## src/hw/rtl/hfua_pkg.sv

```systemverilog
// Shared types and constants of the H.264 RTP FU-A packetiser.
package hfua_pkg;

  // Byte masks and flags of the FU indicator and FU header
  localparam logic [7:0] FU_A_TYPE    = 8'h1C;
  localparam logic [7:0] FU_START_BIT = 8'h80;
  localparam logic [7:0] FU_END_BIT   = 8'h40;
  localparam logic [7:0] NRI_MASK     = 8'hE0;
  localparam logic [7:0] TYPE_MASK    = 8'h1F;
  localparam logic [7:0] ZERO_BYTE    = 8'h00;

  // Payload limit
  localparam logic [15:0] MIN_PAYLOAD       = 16'd4;
  localparam logic [15:0] MAX_PAYLOAD_RESET = 16'd1388;

  // Register map: register index is paddr[2]
  localparam int unsigned PADDR_W = 3;
  localparam logic REG_MAX_PAYLOAD = 1'b0;

  // Result buffer: up to three results per byte plus one still waiting
  localparam int unsigned GRP_MAX   = 3;
  localparam int unsigned RES_SLOTS = 4;

  typedef struct packed {
    logic [7:0]  out_byte;
    logic        packet_end;
    logic [15:0] ts_inc;
    logic        last;
  } result_t;

endpackage

```

## src/hw/rtl/h264_rtp_fua_packetizer_unit.sv

```systemverilog
// H.264 RTP packetiser: start-code removal, single-NAL packets and FU-A fragments.
//
//   channel  direction  handshake                 payload
//   in       sink       in_valid_i / in_stall_o   data_byte_i, buffer_length_i,
//                                                 timestamp_step_i
//   out      source     out_valid_o / out_stall_i out_byte_o, packet_end_o,
//                                                 timestamp_increment_o, last_of_item_o
//   cfg      APB slave  psel/penable/pwrite       paddr, pwdata, prdata, pready
//
// Each byte is processed in the cycle it is accepted; its results are registered into the
// result buffer behind any result still waiting. One byte per cycle while each byte gives at
// most one result and the output is not stalled; a byte that opens an FU-A packet gives two or
// three, and the single output port drains them one per cycle, so the input stalls there.
// The input stalls while more than one result waits in the four-entry result buffer.
// Reset (rst_ni low, asynchronous) empties the buffer and restarts in the zero-skip phase.
module h264_rtp_fua_packetizer_unit #(
  parameter int unsigned LENGTH_BITS = 24
) (
  input  logic                           clk_i,
  input  logic                           rst_ni,
  // input bytes
  input  logic                           in_valid_i,
  output logic                           in_stall_o,
  input  logic [7:0]                     data_byte_i,
  input  logic [23:0]                    buffer_length_i,
  input  logic [15:0]                    timestamp_step_i,
  // payload bytes
  output logic                           out_valid_o,
  input  logic                           out_stall_i,
  output logic [7:0]                     out_byte_o,
  output logic                           packet_end_o,
  output logic [15:0]                    timestamp_increment_o,
  output logic                           last_of_item_o,
  // configuration
  input  logic                           psel,
  input  logic                           penable,
  input  logic                           pwrite,
  input  logic [hfua_pkg::PADDR_W-1:0]   paddr,
  input  logic [31:0]                    pwdata,
  output logic [31:0]                    prdata,
  output logic                           pready
);
  import hfua_pkg::*;

  localparam int unsigned LW = LENGTH_BITS;
  localparam int unsigned CW = ((LW > 16) ? LW : 16) + 1;

  typedef enum logic [1:0] {
    PH_SKIP   = 2'd0,
    PH_HEADER = 2'd1,
    PH_DATA   = 2'd2
  } phase_e;

  // State
  phase_e        phase_q, phase_d;
  logic [LW-1:0] bytes_seen_q, bytes_seen_d;
  logic [LW-1:0] nal_rem_q, nal_rem_d;
  logic [15:0]   fill_q, fill_d;
  logic          frag_q, frag_d;
  logic [7:0]    fu_ind_q, fu_ind_d;
  logic [4:0]    nal_type_q, nal_type_d;
  logic [15:0]   max_payload_q;

  // Result buffer
  result_t       slot_q [RES_SLOTS];
  result_t       slot_d [RES_SLOTS];
  logic [2:0]    count_q, count_d;

  // Per-byte work
  logic          in_acc, pop;
  logic [15:0]   lim;
  logic [LW-1:0] blen;
  logic [LW:0]   seen_inc;
  logic          buf_last;
  logic [LW-1:0] hdr_len;
  logic          len_fits, len_one;
  logic          nal_end, last_frag, pend;
  logic [16:0]   fill_eff;
  logic [7:0]    ind_new;
  logic          cfg_wr;
  result_t       grp [GRP_MAX];
  logic [1:0]    grp_n;
  logic [2:0]    cnt_pop;

  // Handshakes
  assign in_stall_o  = (count_q > 3'd1);
  assign in_acc      = in_valid_i && !in_stall_o;
  assign out_valid_o = (count_q != 3'd0);
  assign pop         = out_valid_o && !out_stall_i;

  assign out_byte_o            = slot_q[0].out_byte;
  assign packet_end_o          = slot_q[0].packet_end;
  assign timestamp_increment_o = slot_q[0].ts_inc;
  assign last_of_item_o        = slot_q[0].last;

  // Configuration port
  assign pready = 1'b1;
  assign cfg_wr = psel && penable && pwrite && (paddr[2] == REG_MAX_PAYLOAD);
  assign prdata = (paddr[2] == REG_MAX_PAYLOAD) ? {16'd0, max_payload_q} : 32'd0;

  // Lengths and limits
  assign lim       = (max_payload_q < MIN_PAYLOAD) ? MIN_PAYLOAD : max_payload_q;
  assign blen      = LW'(buffer_length_i);
  assign seen_inc  = {1'b0, bytes_seen_q} + {{LW{1'b0}}, 1'b1};
  assign buf_last  = (seen_inc >= {1'b0, blen});
  assign hdr_len   = buf_last ? LW'(1) : (blen - bytes_seen_q);
  assign len_fits  = (CW'(hdr_len) <= CW'(lim));
  assign len_one   = (hdr_len == LW'(1));
  assign nal_end   = (nal_rem_q <= LW'(1));
  assign last_frag = (CW'(nal_rem_q) <= CW'(lim - 16'd2));
  assign fill_eff  = (fill_q == 16'd0) ? 17'd3 : ({1'b0, fill_q} + 17'd1);
  assign pend      = nal_end || (fill_eff >= {1'b0, lim});
  assign ind_new   = (data_byte_i & NRI_MASK) | FU_A_TYPE;

  // Next state and result group of the byte at the input
  always_comb begin
    phase_d      = phase_q;
    bytes_seen_d = bytes_seen_q;
    nal_rem_d    = nal_rem_q;
    fill_d       = fill_q;
    frag_d       = frag_q;
    fu_ind_d     = fu_ind_q;
    nal_type_d   = nal_type_q;
    grp_n        = 2'd0;
    for (int i = 0; i < GRP_MAX; i++) begin
      grp[i] = '0;
    end

    case (phase_q)
      PH_HEADER: begin
        bytes_seen_d = seen_inc[LW-1:0];
        fu_ind_d     = ind_new;
        nal_type_d   = data_byte_i[4:0];
        if (len_fits) begin
          frag_d     = 1'b0;
          grp[0]     = '{out_byte: data_byte_i, packet_end: len_one,
                         ts_inc: len_one ? timestamp_step_i : 16'd0, last: 1'b0};
          grp_n      = 2'd1;
          if (len_one) begin
            phase_d      = PH_SKIP;
            bytes_seen_d = '0;
            nal_rem_d    = '0;
            fill_d       = '0;
          end else begin
            nal_rem_d = hdr_len - LW'(1);
            phase_d   = PH_DATA;
          end
        end else begin
          frag_d    = 1'b1;
          grp[0]    = '{out_byte: ind_new, packet_end: 1'b0, ts_inc: 16'd0, last: 1'b0};
          grp[1]    = '{out_byte: (data_byte_i & TYPE_MASK) | FU_START_BIT,
                        packet_end: 1'b0, ts_inc: 16'd0, last: 1'b0};
          grp_n     = 2'd2;
          fill_d    = 16'd2;
          nal_rem_d = hdr_len - LW'(1);
          phase_d   = PH_DATA;
        end
      end
      PH_DATA: begin
        bytes_seen_d = seen_inc[LW-1:0];
        if (!frag_q) begin
          grp[0] = '{out_byte: data_byte_i, packet_end: nal_end,
                     ts_inc: nal_end ? timestamp_step_i : 16'd0, last: 1'b0};
          grp_n  = 2'd1;
        end else begin
          // open a new FU-A packet with indicator and header first
          if (fill_q == 16'd0) begin
            grp[0] = '{out_byte: fu_ind_q, packet_end: 1'b0, ts_inc: 16'd0, last: 1'b0};
            grp[1] = '{out_byte: {3'b000, nal_type_q} | (last_frag ? FU_END_BIT : ZERO_BYTE),
                       packet_end: 1'b0, ts_inc: 16'd0, last: 1'b0};
            grp[2] = '{out_byte: data_byte_i, packet_end: pend,
                       ts_inc: nal_end ? timestamp_step_i : 16'd0, last: 1'b0};
            grp_n  = 2'd3;
          end else begin
            grp[0] = '{out_byte: data_byte_i, packet_end: pend,
                       ts_inc: nal_end ? timestamp_step_i : 16'd0, last: 1'b0};
            grp_n  = 2'd1;
          end
          fill_d = pend ? 16'd0 : fill_eff[15:0];
        end
        if (nal_end) begin
          phase_d      = PH_SKIP;
          bytes_seen_d = '0;
          nal_rem_d    = '0;
          fill_d       = '0;
          frag_d       = 1'b0;
        end else begin
          nal_rem_d = nal_rem_q - LW'(1);
        end
      end
      default: begin
        // drop leading zeros and the start-code end
        bytes_seen_d = seen_inc[LW-1:0];
        if (data_byte_i != ZERO_BYTE) begin
          phase_d = PH_HEADER;
        end
        if (buf_last) begin
          phase_d      = PH_SKIP;
          bytes_seen_d = '0;
          nal_rem_d    = '0;
          fill_d       = '0;
          frag_d       = 1'b0;
        end
      end
    endcase

    // flag the last result of this byte
    for (int i = 0; i < GRP_MAX; i++) begin
      grp[i].last = (grp_n == 2'(i + 1));
    end
  end

  // Pop the head and append the new group behind what remains
  always_comb begin
    logic [2:0] k;
    cnt_pop = count_q - {2'b00, pop};
    count_d = in_acc ? (cnt_pop + {1'b0, grp_n}) : cnt_pop;
    for (int i = 0; i < RES_SLOTS; i++) begin
      if (pop && (i < RES_SLOTS - 1)) begin
        slot_d[i] = slot_q[(i + 1) % RES_SLOTS];
      end else begin
        slot_d[i] = slot_q[i];
      end
      k = 3'(i) - cnt_pop;
      if (in_acc && (3'(i) >= cnt_pop) && (k < {1'b0, grp_n})) begin
        slot_d[i] = grp[k[1:0]];
      end
    end
  end

  // Hold control state and the configuration register
  always_ff @(posedge clk_i or negedge rst_ni) begin
    if (!rst_ni) begin
      phase_q       <= PH_SKIP;
      bytes_seen_q  <= '0;
      nal_rem_q     <= '0;
      fill_q        <= '0;
      frag_q        <= 1'b0;
      fu_ind_q      <= '0;
      nal_type_q    <= '0;
      max_payload_q <= MAX_PAYLOAD_RESET;
      count_q       <= '0;
    end else begin
      if (in_acc) begin
        phase_q      <= phase_d;
        bytes_seen_q <= bytes_seen_d;
        nal_rem_q    <= nal_rem_d;
        fill_q       <= fill_d;
        frag_q       <= frag_d;
        fu_ind_q     <= fu_ind_d;
        nal_type_q   <= nal_type_d;
      end
      if (cfg_wr) begin
        max_payload_q <= pwdata[15:0];
      end
      count_q <= count_d;
    end
  end

  // Result buffer payload
  always_ff @(posedge clk_i) begin
    for (int i = 0; i < RES_SLOTS; i++) begin
      slot_q[i] <= slot_d[i];
    end
  end

endmodule

```

## config.mk

```make
export PLATFORM = sky130hd
export DESIGN_NAME = h264_rtp_fua_packetizer_unit
export DESIGN_NICKNAME = d
export VERILOG_FILES = /design/src/hw/rtl/hfua_pkg.sv /design/src/hw/rtl/h264_rtp_fua_packetizer_unit.sv
export SDC_FILE = /design/constraint.sdc
export NUM_CORES = 1
export LEC_CHECK = 0
export ABC_CLOCK_PERIOD_IN_PS = 13300
export BUFFER_PORTS_ARGS = -buffer_cell sky130_fd_sc_hd__buf_4
export CAP_MARGIN = 30
export CORE_MARGIN = 2
export CORE_UTILIZATION = 40
export DETAILED_ROUTE_END_ITERATION = 10
export SYNTH_ARGS = -nofsm -noshare
export SYNTH_HDL_FRONTEND = slang
export SYNTH_SLANG_ARGS = --single-unit
```

## constraint.sdc

```tcl
create_clock -name clk_i -period 13.3 [get_ports clk_i]
set_input_delay 2.66 -clock clk_i [delete_from_list [all_inputs] [get_ports clk_i]]
set_output_delay 2.66 -clock clk_i [all_outputs]
set_load 0.01 [all_outputs]
```

==> metrics.md, run 1 <==
| Metric | Value |
|---|---|
| Height of the die | `203.7 um` |
| Starting DRT DRC Count | `1,426` |
| Cell area after technology mapping | `0.01595 mm^2` |
| Setup-failing EPs final | `0` |
| Antenna-violating nets left | `0` |
| Clock latency on the worst-skew pair | `0.47 ns` |
| Placer's final routability congestion estimate | `0.9106` |
| Leakage Power | `~7.4 nW` |
| Library cell used as clock root buffer | `sky130_fd_sc_hd__clkbuf_16` |
| Endpoint type of the worst setup path | `register` |
| Routed length per instance | `~20 um` |
| Highest clock frequency the design can meet | `approximately 100 MHz` |
| Setup CP Type | `primary input to register` |
| Clock tree from TritonCTS | `done` |
| Distinct cell type count after synthesis | `98` |
| Actual slew at the worst max-slew pin | `~1.1 ns` |
| Max-capacitance violation count | `0` |
| Final #Nets | `~2,100` |
| Hold violation total from the final report | `0` |
| Die width | `203.7 um` |
| Row count | `73` |
| Most common flop cell mapped by yosys | `sky130_fd_sc_hd__edfxtp_1` |
| Area growth from synthesis to final layout | `12.13%` |
| Reg-to-Reg Start | `bytes_seen_q[0]` |
| Number of clock sinks | `between 150 and 200` |
| Power per Cell Area | `218.2 mW/mm^2` |
| Synth area leaders | `sky130_fd_sc_hd__edfxtp_1, sky130_fd_sc_hd__dfrtp_1, sky130_fd_sc_hd__ha_1, sky130_fd_sc_hd__nand2_1, sky130_fd_sc_hd__a21oi_1` |
| CTS H-tree depth | `4` |
| Critical Path AT | `9.71 ns` |
| Largest area contributor in the synthesized netlist | `sky130_fd_sc_hd__edfxtp_1` |
| Clock tree buffer depth | `2` |
| Worst-case register-to-register setup slack | `4.05 ns` |
| Pre-antenna DRT Iters | `5` |
| Most frequent cells after synthesis | `sky130_fd_sc_hd__nand2_1, sky130_fd_sc_hd__nor2_1, sky130_fd_sc_hd__ha_1` |
| End of the worst hold path | `fu_ind_q[4]` |
| Mapped Avg Cell Area | `8.707 um^2` |
| Total via count after detailed routing | `around 15,000` |
| Number of fill cells in the layout | `3,835` |
| Seq/Total Area, Yosys | `34.53%` |
| Setup Skew | `0.01877 ns` |
| Routed vias/inst | `5.922` |
| RSZ-0062 raised after global routing | `false` |
| Total Routing Usage GR | `a little under a quarter` |
| Postcts setup bufs | `0` |
| Asr flop ratio synth | `a little under half` |
| Number of instances in the synthesized netlist | `between 1,500 and 2,000` |
| Warnings from Yosys | `0` |
| Category of the worst setup path launch point | `primary input` |
| End of the worst register-to-register path | `slot_q[0][16]` |
| DR DRC count | `0` |
| Total Die Area | `0.04149 mm^2` |
| Gate family responsible for the most delay along the worst path | `simple AND/OR/NAND/NOR gates` |
| Starting density of the core | `around two fifths` |
| Status | `completed` |
| Placed wire-length estimate | `roughly 36 mm` |
| Vias in the first global route | `14,000` |
| Total length of routed wires | `around 49 mm` |
| Slowest cell on the critical path | `sky130_fd_sc_hd__nand3_1` |
| Port Buffer Count | `~120` |
| Cells on Worst Hold Path | `1` |
| Clock Pin Slew Worst Setup and Hold Paths | `~0.08 ns` |
| Register bit count reported by yosys | `slightly below 200` |
| Highest ir drop seen on vdd | `approximately 0.11 mV` |
| Num ports | `around 150` |
| Reg2Reg Depth | `30` |
| CTS Buf Count | `17` |
| Final WS setup | `about 3.8 ns` |
| Class of the tightest hold or removal check | `register to register` |
| Library cell with the highest instance count after synthesis | `sky130_fd_sc_hd__nand2_1` |
| Maximum cell stage delay along the critical path | `0.58 ns` |
| Proportion of netlist area held by the largest area contributor | `between 10% and 20%` |
| Total of cells resized after clock tree synthesis | `0` |
| Time the worst path needs with I/O delays and setup | `9.525 ns` |
| Ant. Diodes | `0` |
| Area of the core | `a little under 0.04 mm^2` |
| Sum of buffers and inverters on the critical path | `4` |
| Number of enable-type register cells in the synthesized netlist | `approximately 100` |
| Count of hold buffers inserted by post-cts repair | `0` |
| First-pass GRT wire length | `a little under 80 mm` |
| Pins over their slew limit | `0` |
| Minimum setup slack after placement | `3.442 ns` |
| Required time at the endpoint of the critical path | `about 13 ns` |
| Layout cells sized above 1 | `roughly 14%` |
| Largest net degree at the start of global routing | `between 60 and 70` |
| TNS Setup | `0 ns` |
| Critical hold path startpoint | `fu_ind_q[4]` |
| Portion of the clock cycle consumed by the worst path in the final layout | `a little under three quarters` |
| Initial antenna violation count | `0` |
| Grt ovf | `0` |
| Critical path peak fanout | `31` |
| Worst rel slew slack | `between 20% and 30%` |
## worst max-delay path by stage
stage | from | to | slack [ns] | cells after the start
after detailed placement | buffer_length_i[10] | slot_q[0][16] | 3.44 | 27
after floorplan | buffer_length_i[10] | slot_q[3][0] | 4.00 | 26
after CTS | buffer_length_i[10] | slot_q[0][16] | 3.90 | 27
final | buffer_length_i[10] | slot_q[0][16] | 3.77 | 27
after global routing | buffer_length_i[10] | slot_q[0][16] | 3.38 | 27
after global placement | buffer_length_i[10] | slot_q[0][16] | 3.43 | 27
## where the power goes
group          leakage (nW)  switching [mW]  internal, mW
Sequential             2.24           0.116         0.851
Clock                 0.289           0.284         0.272
Combinational          4.86            1.55         0.830
## worst reg2reg max path: cells and delay by family, from the launching register on
kind	cells	cell delay, ns
AO/OA/AOI/OAI	7	2.11
flip-flops	1	0.46
XOR/XNOR	1	0.20
buffers and inverters	2	0.43
AND/OR/NAND/NOR	16	4.83
adder cells (fa/ha/maj)	4	0.95
## cell type report
cell class	count	area (um^2)	area share [%]
Multi-Input combinational cell	1464	9713	54.31
Sequential cell	199	5508	30.79
Timing Repair Buffer	138	1056	5.904
Tap cell	525	656.9	3.673
Clock buffer	18	429.2	2.399
Inverter	93	349.1	1.952
Clock inverter	14	173.9	0.9724
## stage by stage
stage          util [%]  hold slack, ns  cells  power (mW)  cell area, um^2
4_1_cts           45.15          0.4754   2450       3.882            17860
3_3_place_gp      43.55          0.4506   2414       3.270            17230
2_1_floorplan         -          0.4394   1856       2.621            16040
6_report          45.22          0.4790   2451       3.902            17890
3_5_place_dp      43.63          0.4559   2418       3.318            17260
5_1_grt           45.22          0.5089   2451       4.200            17890
## registers in the layout, summed over array words and instances (netlist names)
register / count
bytes_seen_q: 24
frag_q: 1
fu_ind_q: 4
fill_q: 16
nal_rem_q: 24
slot_q: 104
phase_q: 2
count_q: 3
max_payload_q: 16
nal_type_q: 5
## cells in the final DEF (no fill, tap or decap), drive strengths merged, types with 31 or more instances in the layout
| cell type | netlist | layout |
|---|---|---|
| a21oi | 129 | 129 |
| edfxtp | 104 | 104 |
| dfrtp | 89 | 89 |
| a21o | 33 | 33 |
| nand3 | 47 | 47 |
| a31oi | 31 | 31 |
| ha | 130 | 130 |
| inv | 91 | 100 |
| nor3 | 47 | 47 |
| buf | 38 | 138 |
| xnor2 | 60 | 60 |
| nand2 | 212 | 212 |
| nor2 | 149 | 149 |
| o21ai | 108 | 108 |
| and2 | 37 | 37 |
## cells by family (layout without fill, tap and decap cells)
| logic type | count (synthesis) | in the layout | synth area share, % |
|---|---|---|---|
| AO/OA/AOI/OAI | 516 | 516 | 22.09 |
| XOR/XNOR | 79 | 79 | 4.502 |
| adder cells (fa/ha/maj) | 132 | 132 | 10.45 |
| buffers and inverters | 193 | 263 | 5.247 |
| flip-flops | 199 | 199 | 34.53 |
| multiplexers | 32 | 32 | 2.251 |
| other | 2 | 26 | 0.04708 |
| AND/OR/NAND/NOR | 679 | 679 | 20.89 |
## metal layers
metal  track usage, %  wire length [um]
met1            31.96             21400
met2            39.02             23100
met3            2.956              2612
met4            9.281              1636
met5                0                 0
No activity file was read; power rests on OpenSTA's default activity.
==> inputs of run 2 (changes only) <==
Settings changed: ABC_CLOCK_PERIOD_IN_PS 13300 to 8100.
Clock period 13.3 ns to 8.1 ns, I/O delays scaled along.
==> metrics.md, run 2 (same netlist as run 1, synthesis figures left out) <==
| Metric | Value |
|---|---|
| Total via count after detailed routing | `14,440` |
| Number of clock sinks | `199` |
| Power per Cell Area | `359.3 mW/mm^2` |
| Clock latency on the worst-skew pair | `0.47 ns` |
| Leakage Power | `between 7 and 8 nW` |
| Highest ir drop seen on vdd | `~0.20 mV` |
| End of the worst hold path | `fu_ind_q[4]` |
| Setup CP Type | `register to register` |
| CTS H-tree depth | `4` |
| Placed wire-length estimate | `~37 mm` |
| Port Buffer Count | `between 100 and 150` |
| Pre-antenna DRT Iters | `5` |
| Met2 Use GR | `40.84%` |
| Pins over their slew limit | `0` |
| Critical hold path startpoint | `fu_ind_q[4]` |
| Total Die Area | `about 0.041 mm^2` |
| Total power | `6.543 mW` |
| Placer's final routability congestion estimate | `roughly 0.94` |
| RSZ-0062 raised after global routing | `false` |
| Num ports | `151` |
| Starting density of the core | `roughly two fifths` |
| Worst Hold Slack | `between 0.4 and 0.5 ns` |
| Endpoint type of the worst setup path | `register` |
| Largest reg by FF count | `slot_q` |
| Status | `completed` |
| Biggest regs | `slot_q x104, bytes_seen_q x24, nal_rem_q x24` |
| Max-capacitance violation count | `0` |
| Setup-failing EPs final | `0` |
| Clock tree from TritonCTS | `done` |
| Row count | `73` |
| CTS Buf Count | `17` |
| Sum of buffers and inverters on the critical path | `3` |
| Number of flip-flops under the largest register name | `104` |
| Clock Pin Slew Worst Setup and Hold Paths | `about 0.090 ns` |
| Library cell used as clock root buffer | `sky130_fd_sc_hd__clkbuf_16` |
| Clock tree buffer depth | `2` |
| Time the worst path needs with I/O delays and setup | `7.682 ns` |
| Gate family responsible for the most delay along the worst path | `simple AND/OR/NAND/NOR gates` |
| Global-route met1 utilization | `31.61%` |
| Commonest cells after routing, fill and taps aside | `sky130_fd_sc_hd__nand2_1, sky130_fd_sc_hd__buf_4, sky130_fd_sc_hd__nor2_1, sky130_fd_sc_hd__ha_1, sky130_fd_sc_hd__a21oi_1` |
| Initial antenna violation count | `0` |
| Die width | `203.7 um` |
| Reg-to-Reg Start | `bytes_seen_q[2]` |
| Critical Path AT | `between 7 and 8 ns` |
| Vias in the first global route | `14,090` |
| Total Routing Usage GR | `about a quarter` |
| Hold violation total from the final report | `0` |
| Maximum cell stage delay along the critical path | `~0.46 ns` |
| Ant. Diodes | `0` |
| Setup Skew | `0.01572 ns` |
| Final #Nets | `2,162` |
| First-pass GRT wire length | `78.67 mm` |
| Area growth from synthesis to final layout | `14.16%` |
| Count of hold buffers inserted by post-cts repair | `0` |
| Cell seen most often among critical-path stages | `sky130_fd_sc_hd__nand3_1` |
| Grt ovf | `0` |
| Layout cells sized above 1 | `15.36%` |
| Worst-case register-to-register setup slack | `~0.42 ns` |
| Most frequent standard cell in the layout excluding fill and tap cells | `sky130_fd_sc_hd__nand2_1` |
| Height of the die | `between 200 and 250 um` |
| Starting DRT DRC Count | `around 1,200` |
| TNS Setup | `0 ns` |
| Required time at the endpoint of the critical path | `8.32 ns` |
| Largest net degree at the start of global routing | `just over 60` |
| Category of the worst setup path launch point | `register` |
| Worst rel slew slack | `38.41%` |
| Most crowded layer after global routing | `met2` |
| Slowest cell on the critical path | `sky130_fd_sc_hd__o31ai_2` |
| Critical path peak fanout | `16` |
| Highest clock frequency the design can meet | `~130 MHz` |
| Class of the tightest hold or removal check | `register to register` |
| DR DRC count | `0` |
| Actual slew at the worst max-slew pin | `0.9238 ns` |
| Area of the core | `0.03955 mm^2` |
| Cells on Worst Hold Path | `1` |
| Antenna-violating nets left | `0` |
| Routed vias/inst | `around 5.8` |
| Portion of the clock cycle consumed by the worst path in the final layout | `94.84%` |
| Total length of routed wires | `~50 mm` |
| Reg2Reg Depth | `32` |
| Number of fill cells in the layout | `a little under 4,000` |
| Fraction of met3 tracks used by global routing | `around 3.4%` |
| End of the worst register-to-register path | `slot_q[2][6]` |
| Routed length per instance | `~20 um` |
run 2: cell types whose count changed in the layout (fill, tap and decap cells not counted), moves of 2 or more:
cell and delta:
sky130_fd_sc_hd__buf_12 +7, sky130_fd_sc_hd__buf_4 +21, sky130_fd_sc_hd__clkinv_8 +4, sky130_fd_sc_hd__clkinvlp_4 -2, sky130_fd_sc_hd__inv_8 -2
run 2: worst register-to-register path, delay by kind of cell (launching register included):
kind | cells | cell delay (ns)
compound gates | 7 | 1.57
simple gates | 18 | 3.94
xor+xnor | 1 | 0.18
fa+ha+maj | 3 | 0.77
flops | 1 | 0.41
buf+inv | 3 | 0.56
run 2: layout make-up:
type | instances | area, um^2 | share of cell area [%]
clock buffer | 17 | 425.4 | 2.336
sequential | 199 | 5508 | 30.25
multi-input combinational | 1464 | 9738 | 53.48
inverter | 93 | 349.1 | 1.917
clock inverter | 15 | 206.4 | 1.134
tap | 525 | 656.9 | 3.607
timing repair buffer | 165 | 1326 | 7.283
run 2: how the worst max path moves through the flow:
stage | start | cells past startpoint | slack, ns | end
after floorplan | bytes_seen_q[2] | 36 | 0.06 | slot_q[1][0]
after global placement | buffer_length_i[10] | 27 | 0.26 | slot_q[0][19]
after detailed placement | buffer_length_i[10] | 28 | 0.16 | slot_q[0][19]
after CTS | bytes_seen_q[2] | 33 | 0.26 | slot_q[0][19]
after global routing | bytes_seen_q[2] | 32 | 0.03 | slot_q[2][24]
final | bytes_seen_q[2] | 32 | 0.42 | slot_q[2][6]
run 2: routing by layer:
layer | part of all wire (%) | routed length, um
met1 | 44 | 21690
met2 | 48 | 24090
met3 | 5.4 | 2708
met4 | 2.5 | 1239
met5 | 0 | 0
run 2: where the power goes:
part,switching [mW],internal [mW]
combinational,2.58,1.44
sequential,0.196,1.40
clock,0.478,0.451
run 2: metrics by stage:
stage / worst slack (ns) / cell area [um^2] / cells / utilization, %
floorplan: 0.05696 / 16050 / 1856 / -
global placement: 0.2585 / 17540 / 2444 / 44.36
detailed placement: 0.1602 / 17560 / 2446 / 44.40
CTS: 0.2620 / 18190 / 2478 / 46.00
global route: 0.03212 / 18210 / 2478 / 46.04
finish: 0.4183 / 18210 / 2478 / 46.04
run 2: timing repair:
| action | CTS | global route |
|---|---|---|
| endpoints found under the setup margin | 0 | 148 |
| gates resized for setup | 0 | 6 |
| buffers inserted | 0 | 0 |
